[src/rtl/core/mcrm_pkg.sv]
`timescale 1ns / 1ps
`default_nettype none

package mcrm_pkg;

    localparam int NUM_CHANNELS = 8;
    localparam int CH_W         = (NUM_CHANNELS > 1) ? $clog2(NUM_CHANNELS) : 1;
    localparam int CH_OUT_W     = 3;
    localparam int DATA_W       = 32;
    localparam int K_W          = 16;
    localparam int DIV_STEPS    = DATA_W;
    localparam int CNT_W        = $clog2(DIV_STEPS + 1);
    localparam int ADDR_W       = 2;

    localparam logic [CH_W-1:0]   LAST_CH       = CH_W'(NUM_CHANNELS - 1);
    localparam logic [CH_OUT_W-1:0] LAST_CH_TAG = CH_OUT_W'(NUM_CHANNELS - 1);
    localparam logic [K_W-1:0]    WINDOW_RESET  = 16'd64;
    localparam logic [ADDR_W-1:0] REG_WINDOW_LEN = 2'd0;

    typedef enum logic [1:0] {
        ST_IDLE,
        ST_DIV,
        ST_WRITE
    } state_t;

    typedef struct packed {
        logic load;
        logic commit;
    } dp_cmd_t;

    typedef struct packed {
        logic div_done;
    } dp_stat_t;

endpackage

`default_nettype wire

[src/rtl/core/multichannel_running_mean.sv]
// Multichannel running mean of frequency and amplitude samples.
// The input stream carries one transaction per channel in round-robin order,
// starting at channel 0; s_tdata holds the frequency and amplitude in Q16.16.
// Each transaction yields one result transaction on the output stream with the
// channel's new averages, the channel index on m_tuser and m_tlast set for the
// last channel of a frame. During the first frame the averages stay as stored.
// The APB port holds the window length (address 0), which caps the divisor.
// After an input transaction is accepted, the radix-2 serial divider computes
// one quotient bit per cycle over 32 bits, then the result is committed to the
// output register; no new input is taken until that commit.
// Reset clears all stored averages, the frame count and the channel index and
// loads a window length of 64.
// If the receiver stalls, the finished result is held in the output register;
// the block still accepts and computes the next transaction, then waits with
// it until the output register is taken.
`timescale 1ns / 1ps
`default_nettype none

module multichannel_running_mean (
    input  logic                          aclk,
    input  logic                          aresetn,
    input  logic                          s_tvalid,
    output logic                          s_tready,
    input  logic [63:0]                   s_tdata,  // freq_in, amp_in
    output logic                          m_tvalid,
    input  logic                          m_tready,
    output logic [63:0]                   m_tdata,  // filtered_freq, filtered_amp
    output logic [mcrm_pkg::CH_OUT_W-1:0] m_tuser,  // channel
    output logic                          m_tlast,
    input  logic                          psel,
    input  logic                          penable,
    input  logic                          pwrite,
    input  logic [mcrm_pkg::ADDR_W-1:0]   paddr,
    input  logic [31:0]                   pwdata,
    output logic [31:0]                   prdata,
    output logic                          pready
);
    import mcrm_pkg::*;

    dp_cmd_t             cmd;
    dp_stat_t            stat;
    logic [K_W-1:0]      window_len_reg;
    logic [DATA_W-1:0]   filtered_freq;
    logic [DATA_W-1:0]   filtered_amp;

    assign pready = 1'b1;

    always_ff @(posedge aclk) begin
        if (!aresetn) begin
            window_len_reg <= WINDOW_RESET;
        end else if (psel && penable && pwrite && paddr == REG_WINDOW_LEN) begin
            window_len_reg <= pwdata[K_W-1:0];
        end
    end

    assign prdata = (paddr == REG_WINDOW_LEN) ? {16'd0, window_len_reg} : 32'd0;

    mcrm_ctrl u_ctrl (
        .aclk     (aclk),
        .aresetn  (aresetn),
        .s_tvalid (s_tvalid),
        .s_tready (s_tready),
        .m_tvalid (m_tvalid),
        .m_tready (m_tready),
        .cmd      (cmd),
        .stat     (stat)
    );

    mcrm_dp u_dp (
        .aclk          (aclk),
        .aresetn       (aresetn),
        .cmd           (cmd),
        .stat          (stat),
        .freq_in       (s_tdata[31:0]),
        .amp_in        (s_tdata[63:32]),
        .window_len    (window_len_reg),
        .filtered_freq (filtered_freq),
        .filtered_amp  (filtered_amp),
        .channel       (m_tuser),
        .last_channel  (m_tlast)
    );

    assign m_tdata = {filtered_amp, filtered_freq};

endmodule

`default_nettype wire

[src/rtl/core/mcrm_ctrl.sv]
`timescale 1ns / 1ps
`default_nettype none

module mcrm_ctrl (
    input  logic               aclk,
    input  logic               aresetn,
    input  logic               s_tvalid,
    output logic               s_tready,
    output logic               m_tvalid,
    input  logic               m_tready,
    output mcrm_pkg::dp_cmd_t  cmd,
    input  mcrm_pkg::dp_stat_t stat
);
    import mcrm_pkg::*;

    state_t state_reg;
    state_t state_next;
    logic   out_valid_reg;
    logic   out_valid_next;

    always_ff @(posedge aclk) begin
        if (!aresetn) begin
            state_reg     <= ST_IDLE;
            out_valid_reg <= 1'b0;
        end else begin
            state_reg     <= state_next;
            out_valid_reg <= out_valid_next;
        end
    end

    always_comb begin
        state_next     = state_reg;
        cmd            = '0;
        s_tready       = 1'b0;
        out_valid_next = out_valid_reg && !m_tready;
        unique case (state_reg)
            ST_IDLE: begin
                s_tready = 1'b1;
                if (s_tvalid) begin
                    cmd.load   = 1'b1;
                    state_next = ST_DIV;
                end
            end
            ST_DIV: begin
                if (stat.div_done) begin
                    state_next = ST_WRITE;
                end
            end
            ST_WRITE: begin
                if (!out_valid_reg || m_tready) begin
                    cmd.commit     = 1'b1;
                    out_valid_next = 1'b1;
                    state_next     = ST_IDLE;
                end
            end
            default: begin
                state_next = ST_IDLE;
            end
        endcase
    end

    assign m_tvalid = out_valid_reg;

endmodule

`default_nettype wire

[src/rtl/core/mcrm_dp.sv]
`timescale 1ns / 1ps
`default_nettype none

module mcrm_dp (
    input  logic                                 aclk,
    input  logic                                 aresetn,
    input  mcrm_pkg::dp_cmd_t                    cmd,
    output mcrm_pkg::dp_stat_t                   stat,
    input  logic signed [mcrm_pkg::DATA_W-1:0]   freq_in,
    input  logic signed [mcrm_pkg::DATA_W-1:0]   amp_in,
    input  logic        [mcrm_pkg::K_W-1:0]      window_len,
    output logic signed [mcrm_pkg::DATA_W-1:0]   filtered_freq,
    output logic signed [mcrm_pkg::DATA_W-1:0]   filtered_amp,
    output logic        [mcrm_pkg::CH_OUT_W-1:0] channel,
    output logic                                 last_channel
);
    import mcrm_pkg::*;

    logic signed [DATA_W-1:0] avg_freq_reg [NUM_CHANNELS];
    logic signed [DATA_W-1:0] avg_amp_reg  [NUM_CHANNELS];
    logic [CH_W-1:0]          ch_reg;
    logic [K_W-1:0]           frame_reg;

    logic signed [DATA_W-1:0] prev_f_reg;
    logic signed [DATA_W-1:0] prev_a_reg;
    logic [DATA_W-1:0]        quo_f_reg;
    logic [DATA_W-1:0]        quo_a_reg;
    logic [K_W:0]             rem_f_reg;
    logic [K_W:0]             rem_a_reg;
    logic                     neg_f_reg;
    logic                     neg_a_reg;
    logic [K_W-1:0]           k_reg;
    logic [CNT_W-1:0]         cnt_reg;

    logic signed [DATA_W-1:0] out_f_reg;
    logic signed [DATA_W-1:0] out_a_reg;
    logic [CH_OUT_W-1:0]      out_ch_reg;
    logic                     out_last_reg;

    logic [K_W-1:0]           cap;
    logic [K_W-1:0]           k_next;
    logic signed [DATA_W:0]   diff_f;
    logic signed [DATA_W:0]   diff_a;
    logic [DATA_W:0]          mag_f;
    logic [DATA_W:0]          mag_a;
    logic [K_W:0]             rem_f_sh;
    logic [K_W:0]             rem_a_sh;
    logic                     ge_f;
    logic                     ge_a;
    logic [DATA_W:0]          sq_f;
    logic [DATA_W:0]          sq_a;
    logic signed [DATA_W-1:0] new_f;
    logic signed [DATA_W-1:0] new_a;
    logic                     is_last;

    always_comb begin
        cap    = (window_len == '0) ? K_W'(1) : window_len;
        k_next = (frame_reg < cap) ? frame_reg : cap;

        diff_f = $signed({freq_in[DATA_W-1], freq_in})
               - $signed({avg_freq_reg[ch_reg][DATA_W-1], avg_freq_reg[ch_reg]});
        diff_a = $signed({amp_in[DATA_W-1], amp_in})
               - $signed({avg_amp_reg[ch_reg][DATA_W-1], avg_amp_reg[ch_reg]});
        mag_f  = diff_f[DATA_W] ? -diff_f : diff_f;
        mag_a  = diff_a[DATA_W] ? -diff_a : diff_a;

        rem_f_sh = {rem_f_reg[K_W-1:0], quo_f_reg[DATA_W-1]};
        rem_a_sh = {rem_a_reg[K_W-1:0], quo_a_reg[DATA_W-1]};
        ge_f     = rem_f_sh >= {1'b0, k_reg};
        ge_a     = rem_a_sh >= {1'b0, k_reg};

        sq_f  = neg_f_reg ? -{1'b0, quo_f_reg} : {1'b0, quo_f_reg};
        sq_a  = neg_a_reg ? -{1'b0, quo_a_reg} : {1'b0, quo_a_reg};
        new_f = (k_reg == '0) ? prev_f_reg : prev_f_reg + $signed(sq_f[DATA_W-1:0]);
        new_a = (k_reg == '0) ? prev_a_reg : prev_a_reg + $signed(sq_a[DATA_W-1:0]);

        is_last = (ch_reg == LAST_CH);
    end

    always_ff @(posedge aclk) begin
        if (!aresetn) begin
            for (int i = 0; i < NUM_CHANNELS; i++) begin
                avg_freq_reg[i] <= '0;
                avg_amp_reg[i]  <= '0;
            end
            ch_reg    <= '0;
            frame_reg <= '0;
            cnt_reg   <= CNT_W'(DIV_STEPS);
        end else begin
            if (cmd.load) begin
                cnt_reg <= '0;
            end else if (cnt_reg != CNT_W'(DIV_STEPS)) begin
                cnt_reg <= cnt_reg + 1'b1;
            end
            if (cmd.commit) begin
                avg_freq_reg[ch_reg] <= new_f;
                avg_amp_reg[ch_reg]  <= new_a;
                if (is_last) begin
                    ch_reg <= '0;
                    if (frame_reg < cap) begin
                        frame_reg <= frame_reg + 1'b1;
                    end
                end else begin
                    ch_reg <= ch_reg + 1'b1;
                end
            end
        end
    end

    always_ff @(posedge aclk) begin
        if (cmd.load) begin
            prev_f_reg <= avg_freq_reg[ch_reg];
            prev_a_reg <= avg_amp_reg[ch_reg];
            quo_f_reg  <= mag_f[DATA_W-1:0];
            quo_a_reg  <= mag_a[DATA_W-1:0];
            rem_f_reg  <= '0;
            rem_a_reg  <= '0;
            neg_f_reg  <= diff_f[DATA_W];
            neg_a_reg  <= diff_a[DATA_W];
            k_reg      <= k_next;
        end else if (cnt_reg != CNT_W'(DIV_STEPS)) begin
            rem_f_reg <= ge_f ? rem_f_sh - {1'b0, k_reg} : rem_f_sh;
            rem_a_reg <= ge_a ? rem_a_sh - {1'b0, k_reg} : rem_a_sh;
            quo_f_reg <= {quo_f_reg[DATA_W-2:0], ge_f};
            quo_a_reg <= {quo_a_reg[DATA_W-2:0], ge_a};
        end
        if (cmd.commit) begin
            out_f_reg    <= new_f;
            out_a_reg    <= new_a;
            out_ch_reg   <= CH_OUT_W'(ch_reg);
            out_last_reg <= is_last;
        end
    end

    assign stat.div_done  = (cnt_reg == CNT_W'(DIV_STEPS));
    assign filtered_freq  = out_f_reg;
    assign filtered_amp   = out_a_reg;
    assign channel        = out_ch_reg;
    assign last_channel   = out_last_reg;

endmodule

`default_nettype wire

[config.mk]
export PLATFORM = sky130hd
export DESIGN_NAME = multichannel_running_mean
export DESIGN_NICKNAME = d
export VERILOG_FILES = /design/src/rtl/core/mcrm_pkg.sv /design/src/rtl/core/multichannel_running_mean.sv /design/src/rtl/core/mcrm_ctrl.sv /design/src/rtl/core/mcrm_dp.sv
export SDC_FILE = /design/constraint.sdc
export NUM_CORES = 2
export LEC_CHECK = 0
export BUFFER_PORTS_ARGS = -buffer_cell sky130_fd_sc_hd__buf_2
export CAP_MARGIN = 20
export CORE_UTILIZATION = 60
export CTS_BUF_LIST = sky130_fd_sc_hd__clkbuf_16
export DETAILED_ROUTE_END_ITERATION = 16
export GPL_TIMING_DRIVEN = 0
export PLACE_DENSITY = 0.78
export SLEW_MARGIN = 10
export SYNTH_ARGS = -nofsm -noshare
export SYNTH_HDL_FRONTEND = slang
export SYNTH_SLANG_ARGS = --single-unit
[constraint.sdc]
create_clock -name aclk -period 12.11 [get_ports aclk]
set_clock_uncertainty 0.2 [all_clocks]
set_input_delay 0.6055 -clock aclk [delete_from_list [all_inputs] [get_ports aclk]]
set_output_delay 0.6055 -clock aclk [all_outputs]
set_load 0.02 [all_outputs]
==> metrics <==
WP data arrival 7720 ps; Root Buffer clkbuf_16; non-filler cells in the finished layout 5400; Final setup violation count 0; n_diodes 0; setup repair bufs after CTS 0; drt initial violations 4047; All-Layer GR Usage 32.47%; htree depth 3; Util after Layout 67.86%; sequential fraction of the synthesis area 51.90%; nets 4662; clock network power share 25.3%; Tot Pwr 10430 uW; largest net degree at the start of global routing 51; fin. max-slew vios 0; Initial Utilization 60.62%; FFs w/ async S/R, synth 0%; drt pass-1 iters 6; cell leakage power 0.01983 uW; Total Neg Setup Slack 0 ps; dpl cells 5248; cell count after synthesis 4076; outcome completed; Core ar. 74320 um2; hold buffer count at CTS 0; synthesized area 45050 um2; WL final 126000 um; endpoint type of the worst setup path register; grt ovf 0; antenna violations before repair 0; pwr dens 206.7 nW/um2; Synth-to-Final Area Change 11.95%; CTS clock-pin slew for the worst setup and hold paths 60 ps; fraction of layout cells with a size suffix above 1 12.46%; vias post-DR 34235; Hold WS 16.16 ps; WS Path Type register to register; RSZ-0062 raised after global routing false; Reg power frac 34.7%; DR WL/cell 23.33 um; DRC violation count after routing 0; die height 276.0 um; DR vias/cell 6.340; Sw Share 39.24%; Hold Vio Cnt, Final 0; vias in the first global route 32931; clk sinks 805; post_cts resized 0; Max Clock Freq 132.2 MHz; CP startpoint kind register; Die ar. 76190 um2; biggest cell delay along the critical path 860 ps; first-pass GRT wire length 189700 um; hpwl dp 89800 um; Worst Hold Class input port to register; crit path max-delay cell type clkbuf_1; Core Rows 100; Pint 6335 uW; Slew headroom 19.67%; post-route clock period utilization 62.45%; #FFs+latches synth 805; minimum clock period 7562 ps; Routed Antenna Nets 0; Crit Path Max Fanout 10; io pins 208; GP Congestion 0.9693; CP required 12270 ps; switching pwr 4091 uW; Logic pwr share 40.0%; syn_area_per_cell 11.05 um2; CTS tree built; IO Port Bufs 172; measured slew at the worst slew-check pin 1205 ps; Post-synth EDFFs 726; Worst-Skew Late Latency 650 ps; Max clock buf depth 3; Die Span X 276.0 um; maximum vdd drop 0.1473 mV; Syn. warnings 0; Primary FF master, synth edfxtp_1; number of buffers created by CTS 84; crit-path cells clkbuf_1, buf_1, mux4_2, mux2i_1, ha_1, buf_2, and4_1, nand3_1, a21oi_1, nor3_2, o41ai_1, a211oi_1, mux2i_1, nand3_1, o41ai_1, xor2_1, o21ai_1; synth unique cells 94; max-cap violations 0
## Yosys cell counts (all sizes together), types with 24 or more instances
master	instances	area share, %
and3	37	0.51
nand4	38	0.53
ha	182	5.1
a211oi	33	0.55
a21boi	27	0.45
mux4	128	6.4
inv	231	1.9
nand2b	35	0.49
nand2	281	2.3
and2	38	0.53
nor2b	28	0.39
buf	56	0.66
dfxtp	79	3.5
nor2	644	5.4
nor3	85	0.96
mux2i	108	2.4
o21ai	232	2.6
or3	28	0.40
o21a	36	0.60
clkbuf	155	1.3
xor2	66	1.3
a21o	69	1.2
nand3	53	0.59
a31oi	27	0.37
edfxtp	726	48
o211ai	24	0.41
xnor2	158	3.1
a21oi	188	2.1
## metal layers
layer | GRT usage [%] | vias up | share of wire [%] | wire [um]
li1 | - | 15499 | - | -
met1 | 43.53 | 16687 | 39 | 49460
met2 | 52.36 | 1732 | 47 | 59030
met3 | 5.459 | 317 | 9.5 | 11980
met4 | 14.34 | 0 | 4.4 | 5521
met5 | 0 | - | 0 | 0
## per-stage QoR
step           instance area (um2)  setup slack, ps
2_1_floorplan                45110             6265
3_3_place_gp                 47180             2484
3_5_place_dp                 47620             4752
4_1_cts                      50380             4686
5_1_grt                      50430             4351
6_report                     50430             4548
## placed cells by master, fill, tap and decap left out, types with 53 or more instances in the layout
cell,Yosys,layout
a21oi_1,187,187
mux4_2,128,128
dfxtp_1,79,79
nor3_1,84,84
mux2i_1,108,108
o21ai_0,170,170
o21ai_1,61,61
inv_1,231,247
xor2_1,65,65
xnor2_1,158,158
nor2_1,644,644
a21o_1,68,68
nand3_1,53,53
clkbuf_16,0,87
nand2_1,281,272
ha_1,182,182
buf_2,13,185
clkbuf_1,155,152
edfxtp_1,726,726
## cells by family after synthesis
| family | synth area share [%] |
|---|---|
| buffers and inverters | 3.877 |
| other | 0.01667 |
| muxes | 9.348 |
| AOI/OAI and AO/OA | 11.41 |
| and+or+nand+nor | 13.76 |
| adders and majority gates | 5.321 |
| xor gates and xnor gates | 4.371 |
| DFF | 51.90 |
## power by group through the flow
stage | Combinational, uW | Sequential [uW] | Clock, uW
detailed placement | 4040 | 3670 | 0
floorplan | 2870 | 3650 | 0
global route | 4530 | 3650 | 2740
global placement | 3940 | 3680 | 0
CTS | 4070 | 3610 | 2640
finish | 4170 | 3620 | 2630
## final timing paths
path | slack [ps] | startpoint | cells past startpoint | endpoint
worst min register to register | 260 | u_dp.rem_f_reg[15]$_SDFFE_PP0N_ | 2 | u_dp.rem_f_reg[15]$_SDFFE_PP0N_
worst max-delay path | 4550 | register | 17 | u_dp.quo_f_reg[30]$_DFFE_PP_
worst max register to register | 4550 | register | 17 | u_dp.quo_f_reg[30]$_DFFE_PP_
worst min-delay path | 20 | pwdata[14] | 3 | window_len_reg[14]$_SDFFE_PN0P_
## area by class of cell
cell class                 instances  area [um2]
clock buffer                      87        2177
clock inverter                    61       583.1
timing repair buffer             192        1272
multi-input combinational       2844       20050
inverter                         231       867.1
buffer                           211       888.4
fill                            5518       23890
sequential                       805       23380
tap                              969        1212
## worst max-delay path, delay by kind of cell, from the launching register on
kind	cells	cell delay, ps
compound gates	5	2250
buf+inv	3	1790
mux	3	1480
simple gates	4	780
flops	1	320
fa+ha+maj	1	260
xor+xnor	1	200
Note: power is estimated with default switching activity, not from simulation.
